### src/dfa_lex_pkg.sv
// ----------------------------------------------------------------------------
// dfa_lex_pkg
// Shared types and constants for the DFA longest-match lexer.
// ----------------------------------------------------------------------------
package dfa_lex_pkg;

  localparam int unsigned DefMaxStates     = 256;
  localparam int unsigned DefRangesPerState = 16;
  localparam int unsigned TargetBits       = 9;
  localparam int unsigned IdBits           = 16;
  localparam int unsigned LenBits          = 16;
  localparam int unsigned CharBits         = 8;

  typedef enum logic [1:0] {
    MODE_ROW   = 2'd0,
    MODE_RANGE = 2'd1,
    MODE_CHAR  = 2'd2,
    MODE_EOT   = 2'd3
  } mode_t;

  typedef enum logic {
    CFG_STATE_COUNT = 1'b0,
    CFG_FORCE_LAZY  = 1'b1
  } cfg_idx_t;

  typedef struct packed {
    mode_t                  kind;
    logic [7:0]             sidx;
    logic [3:0]             slot;
    logic [CharBits-1:0]    lo;
    logic [CharBits-1:0]    hi;
    logic [TargetBits-1:0]  target;
    logic [IdBits-1:0]      accept;
    logic                   lazy;
    logic [4:0]             nranges;
    logic [CharBits-1:0]    ch;
  } item_t;

  typedef struct packed {
    logic [IdBits-1:0]      accept;
    logic                   lazy;
    logic [TargetBits-1:0]  dflt;
    logic [4:0]             nranges;
  } row_t;

  typedef struct packed {
    logic [CharBits-1:0]    lo;
    logic [CharBits-1:0]    hi;
    logic [TargetBits-1:0]  target;
  } range_t;

  typedef enum logic [1:0] {
    BK_IDLE,
    BK_ROW,
    BK_RANGE,
    BK_EMIT
  } bk_state_t;

endpackage

### src/dfa_lex_front.sv
// ----------------------------------------------------------------------------
// dfa_lex_front
// Accepts input words, drops out-of-range loads, queues the rest (2 deep).
// ----------------------------------------------------------------------------
module dfa_lex_front import dfa_lex_pkg::*; #(
  parameter int unsigned MAX_STATES       = DefMaxStates,
  parameter int unsigned RANGES_PER_STATE = DefRangesPerState
) (
  input  logic   clk,
  input  logic   rst,
  input  logic   in_valid,
  output logic   in_stall,
  input  item_t  in_word,
  output logic   q_valid,
  output item_t  q_word,
  input  logic   q_pop
);

  item_t       fifo [2];
  logic        wr_ptr;
  logic        rd_ptr;
  logic [1:0]  count;
  logic        keep;
  logic        push;
  logic        is_load;

  assign is_load = (in_word.kind == MODE_ROW) || (in_word.kind == MODE_RANGE);
  assign keep = !(is_load && ((32'(in_word.sidx) >= MAX_STATES) ||
                 ((in_word.kind == MODE_RANGE) && (32'(in_word.slot) >= RANGES_PER_STATE))));
  assign in_stall = (count == 2'd2);
  assign push     = in_valid && !in_stall && keep;
  assign q_valid  = (count != 2'd0);
  assign q_word   = fifo[rd_ptr];

  always_ff @(posedge clk) begin
    if (push) begin
      fifo[wr_ptr] <= in_word;
    end
  end

  always_ff @(posedge clk) begin
    if (rst) begin
      wr_ptr <= 1'b0;
      rd_ptr <= 1'b0;
      count  <= 2'd0;
    end else begin
      if (push) wr_ptr <= ~wr_ptr;
      if (q_pop && q_valid) rd_ptr <= ~rd_ptr;
      count <= count + 2'(push) - 2'(q_pop && q_valid);
    end
  end

endmodule

### config.mk
export PLATFORM = sky130hd
export DESIGN_NAME = dfa_lex_front
export DESIGN_NICKNAME = d
export VERILOG_FILES = /design/src/dfa_lex_pkg.sv /design/src/dfa_lex_front.sv
export SDC_FILE = /design/constraint.sdc
export NUM_CORES = 1
export LEC_CHECK = 0
export BUFFER_PORTS_ARGS = -buffer_cell sky130_fd_sc_hd__buf_2
export CORE_ASPECT_RATIO = 0.9
export CORE_MARGIN = 4
export CORE_UTILIZATION = 45
export DETAILED_ROUTE_END_ITERATION = 10
export PLACE_DENSITY = 0.73
export SETUP_SLACK_MARGIN = 0.2
export SYNTH_ARGS = -nofsm -noshare
export SYNTH_HDL_FRONTEND = slang
export SYNTH_SLANG_ARGS = --single-unit
### constraint.sdc
create_clock -name clk -period 3.2 [get_ports clk]
set_clock_uncertainty 0.1 [all_clocks]
set_input_delay 0.48 -clock clk [delete_from_list [all_inputs] [get_ports clk]]
set_output_delay 0.48 -clock clk [all_outputs]
set_load 0.005 [all_outputs]
---- Yosys cells after proc, flatten, opt, wreduce, memory -nomap -nowiden ----
Memories as Yosys holds them, arrays and structs flattened. A register that Yosys moved wholly into a read port is not among the register bits.
Cells that the tools add are included.
word-level totals
  bits in registers ....................... 4
  bits in latches ......................... 0
  RAM bits ................................ 138
  bits in read-only memories .............. 0
  output and inout bits ................... 71
  memories ................................ 1
memory list
  memory  words  width  rd ports  clocked after Yosys merged registers in  write ports  RTL line             RTL
  fifo    2      69     1         1                                        1            dfa_lex_front.sv:19  item_t fifo [2];
operators by class
  add/subtract/negate cells ............... 2
  multipliers ............................. 0
  div/mod/pow operators ................... 0
  magnitude comparators ................... 0
  eq/ne operators ......................... 1
  shifts and indexed selects .............. 0
  mux-type cells .......................... 4
  bitwise logic cells ..................... 2
  reduce and logical (&&, ||, !) cells .... 4
operators by type and width
  cell                number
  $mux 1              4
  $add 2x1->2         1
  $eq 2x2->1 const B  1
  $logic_and 1x1->1   2
  $not 1->1           2
  $reduce_bool 2->1   1
  $sub 2x1->2         1
  $logic_not 1->1     1

---- Depth between registers and ports, before layout ----
Gate-level depths: netlist (run 1).
  depth in word-level cells ............... 5
  mapped depth ............................ 8
  depth with buffers taken out ............ 8

---- Least setup slack after synthesis (run 1) ----
Ideal clock, no wire load.
  path type ............................... input to register
  from .................................... input port in_valid
  to ...................................... memory fifo[0][0] in the netlist's numbering (enable)
  data arrival time ....................... 2.221 ns
  required time ........................... 2.677 ns
  setup slack ............................. 0.456 ns
  stages on the path ...................... 3
  cell sequence ........................... inv_1 -> or3_1 -> inv_1
on the way
  word-level cells in the longest chain between the ends .. 3
RTL lines
  what                          RTL line             RTL
  from (decl)                   dfa_lex_front.sv:11  input logic in_valid,
  $logic_and 1x1->1             dfa_lex_front.sv:31  assign push = in_valid && !in_stall && keep;
  $mux 1                        dfa_lex_front.sv:36  if (push) begin
  $mux 1 (not written as such)  dfa_lex_front.sv:37  fifo[wr_ptr] <= in_word;
  to (decl)                     dfa_lex_front.sv:19
Every way passes these cells.

==> results of run 1 <==
worst min path at each step:
stage,from,end,slack [ns],cells after the start
after floorplan,wr_ptr,wr_ptr,0.35,2
after CTS,in_word[29],fifo[0][29],0.13,1
after global routing,in_word[15],fifo[1][15],0.13,1
after global placement,wr_ptr,wr_ptr,0.38,2
final,in_word[29],fifo[1][29],0.16,1
after detailed placement,wr_ptr,wr_ptr,0.39,2
per-layer routing:
metal,track usage,vias to the layer above,part of all wire
met5,0,-,0
met4,0.0650,0,0.015
met2,0.233,105,0.50
met3,0.0538,14,0.080
li1,-,1258,-
met1,0.171,1326,0.40
where the power goes:
group / leakage (uW) / switching, uW / internal, uW / total [uW]
Clock: 0.000260 / 695 / 1040 / 1740
Combinational: 0.000948 / 457 / 560 / 1020
Sequential: 0.00133 / 107 / 2330 / 2440
Total: 0.00254 / 1260 / 3930 / 5190
final cells by class:
type | instances | area, um2
Fill cell | 902 | 4750
Tap cell | 156 | 195
Sequential cell | 143 | 4250
Timing Repair Buffer | 145 | 756
Clock buffer | 17 | 425
Clock inverter | 15 | 104
Multi-Input combinational cell | 86 | 937
Inverter | 4 | 15.0
through the flow:
step / hold slack, ns / instance area (um2)
floorplan: 0.352 / 5250
global route: 0.133 / 6680
global placement: 0.378 / 6150
finish: 0.157 / 6680
detailed placement: 0.392 / 6150
CTS: 0.130 / 6680
registers in the layout, summed over array words and instances, names as in the netlist, named ones only:
| name | flops |
|---|---|
| count | 2 |
| rd_ptr | 1 |
| wr_ptr | 1 |
| fifo | 138 |
synth_stat cells (2+ instances only):
library cell / instances / area share
inv_1: 3 / 0.0021
edfxtp_1: 138 / 0.79
buf_6: 2 / 0.0043
mux2_4: 10 / 0.029
mux2_2: 59 / 0.13
xnor2_1: 2 / 0.0033
ha_1: 2 / 0.0048
dfxtp_1: 5 / 0.019
nor2_1: 3 / 0.0021
buf_2: 5 / 0.0048
cells by family (layout without fill, tap and decap cells):
logic type / Yosys count / count (layout) / share of synthesized area
multiplexers: 69 / 69 / 0.155
XOR/XNOR: 3 / 3 / 0.00500
AND/OR/NAND/NOR: 9 / 9 / 0.00929
adder cells (fa/ha/maj): 2 / 2 / 0.00476
flip-flops: 143 / 143 / 0.808
buffers and inverters: 12 / 181 / 0.0148
AO/OA/AOI/OAI: 3 / 3 / 0.00333
critical path: stages (launching register included):
cell and delay [ns]:
dfxtp_4 0.64, buf_12 0.31, mux2_2 0.38, buf_2 0.13
cells in the final DEF, fill, tap and decap left out, types with 2 or more instances in the layout:
master / n
clkinv_2: 8
inv_1: 2
clkinvlp_4: 3
clkbuf_16: 17
mux2_4: 10
buf_12: 2
xnor2_1: 2
ha_1: 2
dfxtp_1: 4
clkinv_1: 3
edfxtp_1: 138
mux2_2: 59
buf_2: 143
inv_2: 2
nor2_1: 3
==> impl_metrics.env, run 1 <==
export IMPL_grt_pass1_vias=2918
export IMPL_hold_violations=0
export IMPL_dp_slack_ns=1.14
export IMPL_wire_per_inst_um=16.2
export IMPL_critPathCapture="q_word[23]"
export IMPL_drtPass1Iterations=4
export IMPL_fmax_mhz=407
export IMPL_reg2reg_depth=2
export IMPL_fin_cells=566
export IMPL_num_nets_final=472
export IMPL_cts_resized=0
export IMPL_rows=37
export IMPL_synth_edf_count=138
export IMPL_critPathKind="register to output port"
export IMPL_synth_seq_cells=143
export IMPL_ys_warn_count=0
export IMPL_overflow=0
export IMPL_vdd_drop_max_uv=446
export IMPL_p_leak_uw=0.00254
export IMPL_cts_tree="done"
export IMPL_syn2layout_area_growth_pct=27.1
export IMPL_track_usage=0.144
export IMPL_worstMarginPinSlew_ns=0.974
export IMPL_clockBufferDepth=2
export IMPL_portBuffers=143
export IMPL_grt_antenna_before_repair=0
export IMPL_finalPower_uw=5190
export IMPL_netlist_area_mm2=0.00525
export IMPL_outcome="finished clean"
export IMPL_hold_path_class="primary input to register"
export IMPL_root_buffer="clkbuf_16"
export IMPL_synth_ff_type="edfxtp_1"
export IMPL_r2r_slack_ns=1.33
export IMPL_numClockSinks=143
export IMPL_cap_violations=0
export IMPL_die_h_um=111
export IMPL_start_kind="register"
export IMPL_avgSynthCellArea_um2=21.8
export IMPL_period_share=0.768
export IMPL_ios=144
export IMPL_period_needed_ns=2.46
export IMPL_grt_max_degree=70
export IMPL_path_clk_slew_ns=0.05
export IMPL_syn_inst=241
export IMPL_grt_pass1_wl_um=14500
export IMPL_r2r_end="fifo[1][10]"
export IMPL_crit_reg2reg_launch="count[0]"
export IMPL_slew_headroom=0.351
export IMPL_drc_errors=0
export IMPL_h_tree_depth=4
export IMPL_rsz0062_at_grt="no"
export IMPL_cp_max_fo=39
export IMPL_powerDensity_mw_per_mm2=777
export IMPL_worst_slack_ns=0.742
export IMPL_drtIter0Drc=209
export IMPL_n_antenna_cell=0
export IMPL_cp_end_kind="output port"
export IMPL_dp_cells=534
export IMPL_setup_viol=0
export IMPL_core_area_mm2=0.0114
export IMPL_vias=2703
export IMPL_ys_seq_area_frac=0.808
export IMPL_drtAntennaViolNets=0
export IMPL_ctsHoldBuffers=0
export IMPL_fin_util=0.584
export IMPL_wl_um=9190
export IMPL_slew_viol_final=0
export IMPL_dieWidth_um=122
export IMPL_start_util=0.459
export IMPL_via_per_inst=4.78
export IMPL_synth_nets=316
export IMPL_worstPathArrival_ns=1.88
export IMPL_synthDistinctLibCells=22
export IMPL_gp_congestion=0.688
export IMPL_drive_gt1_frac=0.607
export IMPL_ys_async_sr_fraction=0
export IMPL_dp_hpwl_um=5880
export IMPL_cts_buffers_inserted=17
export IMPL_post_cts_buffers=0
export IMPL_clock_latency_ns=0.41
export IMPL_setup_tns_final_ns=0
export IMPL_dieArea_mm2=0.0135
export IMPL_cp_required_ns=2.62
Power figures use the tool's default switching activity.
==> run 2, diff against run 1 <==
==> constraint.sdc (replaced) <==
create_clock -name clk -period 2.44 [get_ports clk]
set_clock_uncertainty 0.1 [all_clocks]
set_input_delay 0.366 -clock clk [delete_from_list [all_inputs] [get_ports clk]]
set_output_delay 0.366 -clock clk [all_outputs]
set_load 0.005 [all_outputs]
==> run 2 against run 1 <==
Effect of this change:
- total power increased by 32%
- global-route usage increased by 0.18 points
- hold slack got worse by 0.11 ns
- final area increased by 1.1%
- sequential share of layout area decreased by 0.71 points
- worst setup slack got worse by 0.43 ns
- sequential power increased by 30%
- via count decreased by 1.4%
- critical path depth unchanged
- largest power group unchanged
==> impl_metrics.env, run 2 (synthesis results as in run 1) <==
export IMPL_powerDensity_mw_per_mm2=1020
export IMPL_hold_violations=0
export IMPL_cp_required_ns=1.97
export IMPL_grt_antenna_before_repair=0
export IMPL_placed_cell_area_mm2=0.00620
export IMPL_setup_viol=0
export IMPL_largest_register_ffs=138
export IMPL_h_tree_depth=4
export IMPL_vias=2666
export IMPL_slowest_delay_ns=0.51
export IMPL_drtPass1Iterations=6
export IMPL_grt_pass1_vias=2931
export IMPL_gp_congestion=0.687
export IMPL_hold_path_class="primary input to register"
export IMPL_min_from="in_word[21]"
export IMPL_largest_register="fifo"
export IMPL_rsz0062_at_grt="no"
export IMPL_period_share=0.874
export IMPL_ctsHoldBuffers=0
export IMPL_worst_slack_ns=0.307
export IMPL_root_buffer="clkbuf_16"
export IMPL_num_nets_final=478
export IMPL_p_leak_uw=0.00257
export IMPL_final_cell_mix="143 x buf_2, 138 x edfxtp_1, 59 x mux2_2"
export IMPL_wl_um=9450
export IMPL_die_h_um=111
export IMPL_clock_latency_ns=0.41
export IMPL_period_needed_ns=2.13
export IMPL_drc_errors=0
export IMPL_dp_hpwl_um=6200
export IMPL_dieArea_mm2=0.0135
export IMPL_rows=37
export IMPL_path_cells="buf_4 -> mux2_2 -> buf_2"
export IMPL_largestRegisters="fifo x138, count x2"
export IMPL_cp_max_fo=14
export IMPL_track_usage=0.146
export IMPL_drtIter0Drc=166
export IMPL_drive_gt1_frac=0.602
export IMPL_clockBufferDepth=2
export IMPL_via_per_inst=4.67
export IMPL_slowest_stage="dfxtp_4"
export IMPL_fin_area_mm2=0.00676
export IMPL_wire_per_inst_um=16.6
export IMPL_vdd_drop_max_uv=697
export IMPL_dp_slack_ns=0.558
export IMPL_slew_viol_final=0
export IMPL_dp_cells=538
export IMPL_n_antenna_cell=0
export IMPL_dieWidth_um=122
export IMPL_cap_violations=0
export IMPL_cts_tree="done"
export IMPL_ios=144
export IMPL_fmax_mhz=469
export IMPL_hold_slack_ns=0.0426
export IMPL_outcome="finished clean"
export IMPL_start_kind="register"
export IMPL_core_area_mm2=0.0114
export IMPL_path_clk_slew_ns=0.05
export IMPL_worstMarginPinSlew_ns=0.487
export IMPL_cp_end_kind="output port"
export IMPL_grt_max_degree=40
export IMPL_drtAntennaViolNets=0
export IMPL_critPathKind="register to output port"
export IMPL_layout_commonest_cell="buf_2"
export IMPL_r2r_slack_ns=0.57
export IMPL_setup_tns_final_ns=0
export IMPL_syn2layout_area_growth_pct=28.6
export IMPL_overflow=0
export IMPL_slew_headroom=0.675
export IMPL_grt_pass1_wl_um=14700
export IMPL_start_util=0.459
export IMPL_crit_reg2reg_launch="count[0]"
export IMPL_fin_cells=571
export IMPL_worstPathArrival_ns=1.67
export IMPL_numClockSinks=143
export IMPL_cts_buffers_inserted=17
export IMPL_portBuffers=143
run 2: layout make-up:
class	instances	area (um2)
flip-flops and latches	143	4250
repair buffers	151	842
clock inverters	9	70.1
inverters	4	18.8
multi-input cells	86	937
fillers	878	4680
clock buffers	22	444
well taps	156	195
run 2: metal layers:
| layer | global-route usage | share of wire |
|---|---|---|
| met3 | 0.0655 | 0.083 |
| met2 | 0.232 | 0.48 |
| met5 | 0 | 0 |
| met1 | 0.174 | 0.43 |
| met4 | 0.0583 | 0.0065 |
run 2: power by group:
part | internal [uW] | switching [uW] | leakage, uW | total, uW
combinational | 799 | 661 | 0.000987 | 1460
sequential | 3050 | 111 | 0.00133 | 3160
clock | 1380 | 867 | 0.000252 | 2240
run 2: metrics by stage:
step | utilization | power, uW
2_1_floorplan | - | 4050
3_3_place_gp | 0.542 | 4610
3_5_place_dp | 0.542 | 4640
4_1_cts | 0.588 | 6930
5_1_grt | 0.591 | 7230
6_report | 0.591 | 6870
run 2: worst max-delay path: cells and delay by family, from the launching register on:
kind | cells | cell delay [ns]
buffers and inverters | 2 | 0.40
flip-flops | 1 | 0.51
multiplexers | 1 | 0.35
run 2: repair_timing:
item | 4_1_cts | 5_1_grt
setup endpoints to repair | 40 | 3
cloned | 0 | 1
gates resized for setup | 0 | 1
setup buffers | 1 | 0
run 2: worst paths after layout:
| path | endpoint | cells after the start |
|---|---|---|
| setup / recovery | q_word[28] | 3 |
| hold / removal | fifo[0][21] | 1 |
| setup reg to reg | fifo[0][63] | 5 |
| hold reg to reg | wr_ptr | 2 |
==> run 3, diff against run 2 <==
--- a/config.mk
+++ b/config.mk
@@ -5,13 +5,14 @@
 export SDC_FILE = /design/constraint.sdc
 export NUM_CORES = 1
 export LEC_CHECK = 0
+export ABC_AREA = 1
 export BUFFER_PORTS_ARGS = -buffer_cell sky130_fd_sc_hd__buf_2
 export CORE_ASPECT_RATIO = 0.9
 export CORE_MARGIN = 4
 export CORE_UTILIZATION = 45
 export DETAILED_ROUTE_END_ITERATION = 10
 export PLACE_DENSITY = 0.73
-export SETUP_SLACK_MARGIN = 0.2
+export SETUP_SLACK_MARGIN = 0.5
 export SYNTH_ARGS = -nofsm -noshare
 export SYNTH_HDL_FRONTEND = slang
 export SYNTH_SLANG_ARGS = --single-unit
==> run 3 against run 2 <==
Effect of this change:
- wire length rose by 9.1%
- sequential cell count did not move
- register-to-register slack improved by 0.28 ns
- final area rose by 7.4%
- sequential power rose by 2%
- utilization rose by 4.4 points
- total power rose by 11%
- worst setup slack improved by 0.12 ns
- critical path depth rose by 1
- global-route usage rose by 0.22 points
- critical path type unchanged
- largest cell class unchanged
==> impl_metrics.env, run 3 <==
export IMPL_outcome="finished clean"
export IMPL_path_clk_slew_ns=0.06
export IMPL_synth_nets=328
export IMPL_drc_errors=0
export IMPL_power_frac_seq=0.424
export IMPL_largestRegisters="fifo x138, count x2"
export IMPL_drtAntennaViolNets=0
export IMPL_min_from="in_word[5]"
export IMPL_cts_buffers_inserted=17
export IMPL_crit_family="buffers and inverters"
export IMPL_root_buffer="clkbuf_16"
export IMPL_ios=144
export IMPL_h_tree_depth=4
export IMPL_seqCellArea_mm2=0.00425
export IMPL_drive_gt1_frac=0.595
export IMPL_holdPathEnd="fifo[0][5]"
export IMPL_p_int_uw=5760
export IMPL_crit_reg2reg_launch="count[0]"
export IMPL_multi_input_area_mm2=0.00104
export IMPL_worstPathArrival_ns=1.55
export IMPL_period_needed_ns=2.01
export IMPL_fin_cells=593
export IMPL_num_nets_final=499
export IMPL_n_antenna_cell=0
export IMPL_synth_top_area_share=0.787
export IMPL_ys_top_cells_by_area="edfxtp_1 79%, mux2_2 13%, mux2_4 2.8%, dfxtp_1 1.9%, inv_1 0.64%"
export IMPL_vias=2851
export IMPL_overflow=0
export IMPL_final_cell_mix="138 x edfxtp_1, 114 x buf_2, 35 x mux2_4"
export IMPL_cts_tree="done"
export IMPL_r2r_end="count[1]"
export IMPL_clock_latency_ns=0.41
export IMPL_comb_power_share=0.266
export IMPL_avgSynthCellArea_um2=20.8
export IMPL_grt_antenna_before_repair=1
export IMPL_wire_per_inst_um=17.4
export IMPL_synthDistinctLibCells=13
export IMPL_net_switching_power_uw=1840
export IMPL_setup_viol=0
export IMPL_hold_violations=0
export IMPL_cp_required_ns=1.97
export IMPL_grt_pass1_vias=2997
export IMPL_drtIter0Drc=174
export IMPL_slowest_delay_ns=0.40
export IMPL_portBuffers=143
export IMPL_min_path_cells=1
export IMPL_cp_end_kind="output port"
export IMPL_vdd_drop_max_uv=640
export IMPL_syn_inst=253
export IMPL_netlist_area_mm2=0.00527
export IMPL_hold_path_class="primary input to register"
export IMPL_fill_cells=816
export IMPL_drtPass1Iterations=4
export IMPL_powerDensity_mw_per_mm2=1050
export IMPL_synth_most_common_cell="edfxtp_1"
export IMPL_largest_register="fifo"
export IMPL_r2r_slack_ns=0.85
export IMPL_largest_register_ffs=138
export IMPL_gp_congestion=0.711
export IMPL_dieWidth_um=122
export IMPL_p_leak_uw=0.00284
export IMPL_slew_viol_final=0
export IMPL_slew_headroom=0.676
export IMPL_synth_top_area_cell="edfxtp_1"
export IMPL_ys_async_sr_fraction=0
export IMPL_ys_seq_area_frac=0.806
export IMPL_path_cells="buf_8 -> clkbuf_16 -> mux2_4 -> buf_6"
export IMPL_reg2reg_depth=10
export IMPL_dp_cells=550
export IMPL_start_kind="register"
export IMPL_numClockSinks=143
export IMPL_die_h_um=111
export IMPL_rows=37
export IMPL_wl_um=10300
export IMPL_ys_warn_count=0
export IMPL_synth_seq_cells=143
export IMPL_syn2layout_area_growth_pct=37.7
export IMPL_period_share=0.825
export IMPL_critPathKind="register to output port"
export IMPL_core_area_mm2=0.0114
export IMPL_dp_slack_ns=0.646
export IMPL_start_util=0.461
export IMPL_clockBufferDepth=2
export IMPL_worstMarginPinSlew_ns=0.486
export IMPL_setup_tns_final_ns=0
export IMPL_finalPower_uw=7610
export IMPL_worst_slack_ns=0.428
export IMPL_layout_commonest_cell="edfxtp_1"
export IMPL_synth_commonest_cells="138 x edfxtp_1, 59 x mux2_2, 10 x mux2_4"
export IMPL_cp_num_buf_inv=3
export IMPL_slowest_stage="dfxtp_4"
export IMPL_synth_ff_type="edfxtp_1"
export IMPL_ctsHoldBuffers=0
export IMPL_dp_hpwl_um=6160
export IMPL_swShare=0.242
export IMPL_hold_slack_ns=0.0391
export IMPL_cap_violations=0
export IMPL_dieArea_mm2=0.0135
export IMPL_synth_edf_count=138
export IMPL_rsz0062_at_grt="yes"
export IMPL_fmax_mhz=497
export IMPL_grt_pass1_wl_um=14800
export IMPL_cp_max_fo=4
export IMPL_via_per_inst=4.81
export IMPL_grt_max_degree=37
export IMPL_track_usage=0.148
export IMPL_clkPwrFrac=0.311
## run 3: power by group through the flow
stage	Sequential (uW)	Combinational (uW)	Clock [uW]
6_report	3220	2020	2360
5_1_grt	3260	2170	2540
4_1_cts	3220	1560	2420
3_5_place_dp	3290	1440	0
3_3_place_gp	3280	1420	0
2_1_floorplan	3230	905	0
## run 3: stage by stage
stage	area, um2	utilization
3_5_place_dp	6210	0.543
6_report	7260	0.635
2_1_floorplan	5300	-
5_1_grt	7260	0.635
3_3_place_gp	6210	0.543
4_1_cts	6810	0.596
## run 3: what timing repair did
action                     CTS  global route
gates cloned                 1             6
buffers inserted             3             1
resized for setup            2            60
setup endpoints to repair   53            69
## run 3: worst register-to-register path, cell delays in order, from the launching register on
cell and delay [ns]:
dfxtp_2 0.35, inv_2 0.05, nand2_4 0.08, nand2_2 0.09, ha_1 0.28, inv_1 0.04, ha_1 0.18, inv_1 0.05
nand2_1 0.07, a21oi_1 0.14, nor2_1 0.06
## run 3: cell type report
| cell class | instances | share of cell area |
|---|---|---|
| well taps | 156 | 0.0269 |
| repair buffers | 160 | 0.164 |
| clock inverters | 9 | 0.0128 |
| multi-input cells | 93 | 0.144 |
| inverters | 9 | 0.00517 |
| flip-flops and latches | 143 | 0.586 |
| clock buffers | 23 | 0.0617 |
## run 3: routing by layer
layer  up-vias  share of wire  track usage
li1       1324              -            -
met1      1400           0.42        0.179
met2       114           0.48        0.231
met3        11          0.086       0.0668
met4         2         0.0086       0.0634
met5         -         0.0017            0
## run 3: how the worst max path moves through the flow
stage                     slack (ns)         end  depth (start not counted)     start
after CTS                       0.37  q_word[31]                          4  register
after global placement          0.67   q_word[2]                          3  register
final                           0.43  q_word[24]                          4  register
after detailed placement        0.65   q_word[7]                          3  register
after floorplan                 0.38  fifo[0][0]                          4  count[0]
after global routing            0.37  q_word[24]                          4  register
## run 3: logic make-up after synthesis
family,Yosys count,synth area share
compound gates,2,0.00190
fa+ha+maj,2,0.00475
flops,143,0.806
buf+inv,17,0.0183
simple gates,20,0.0150
mux,69,0.155
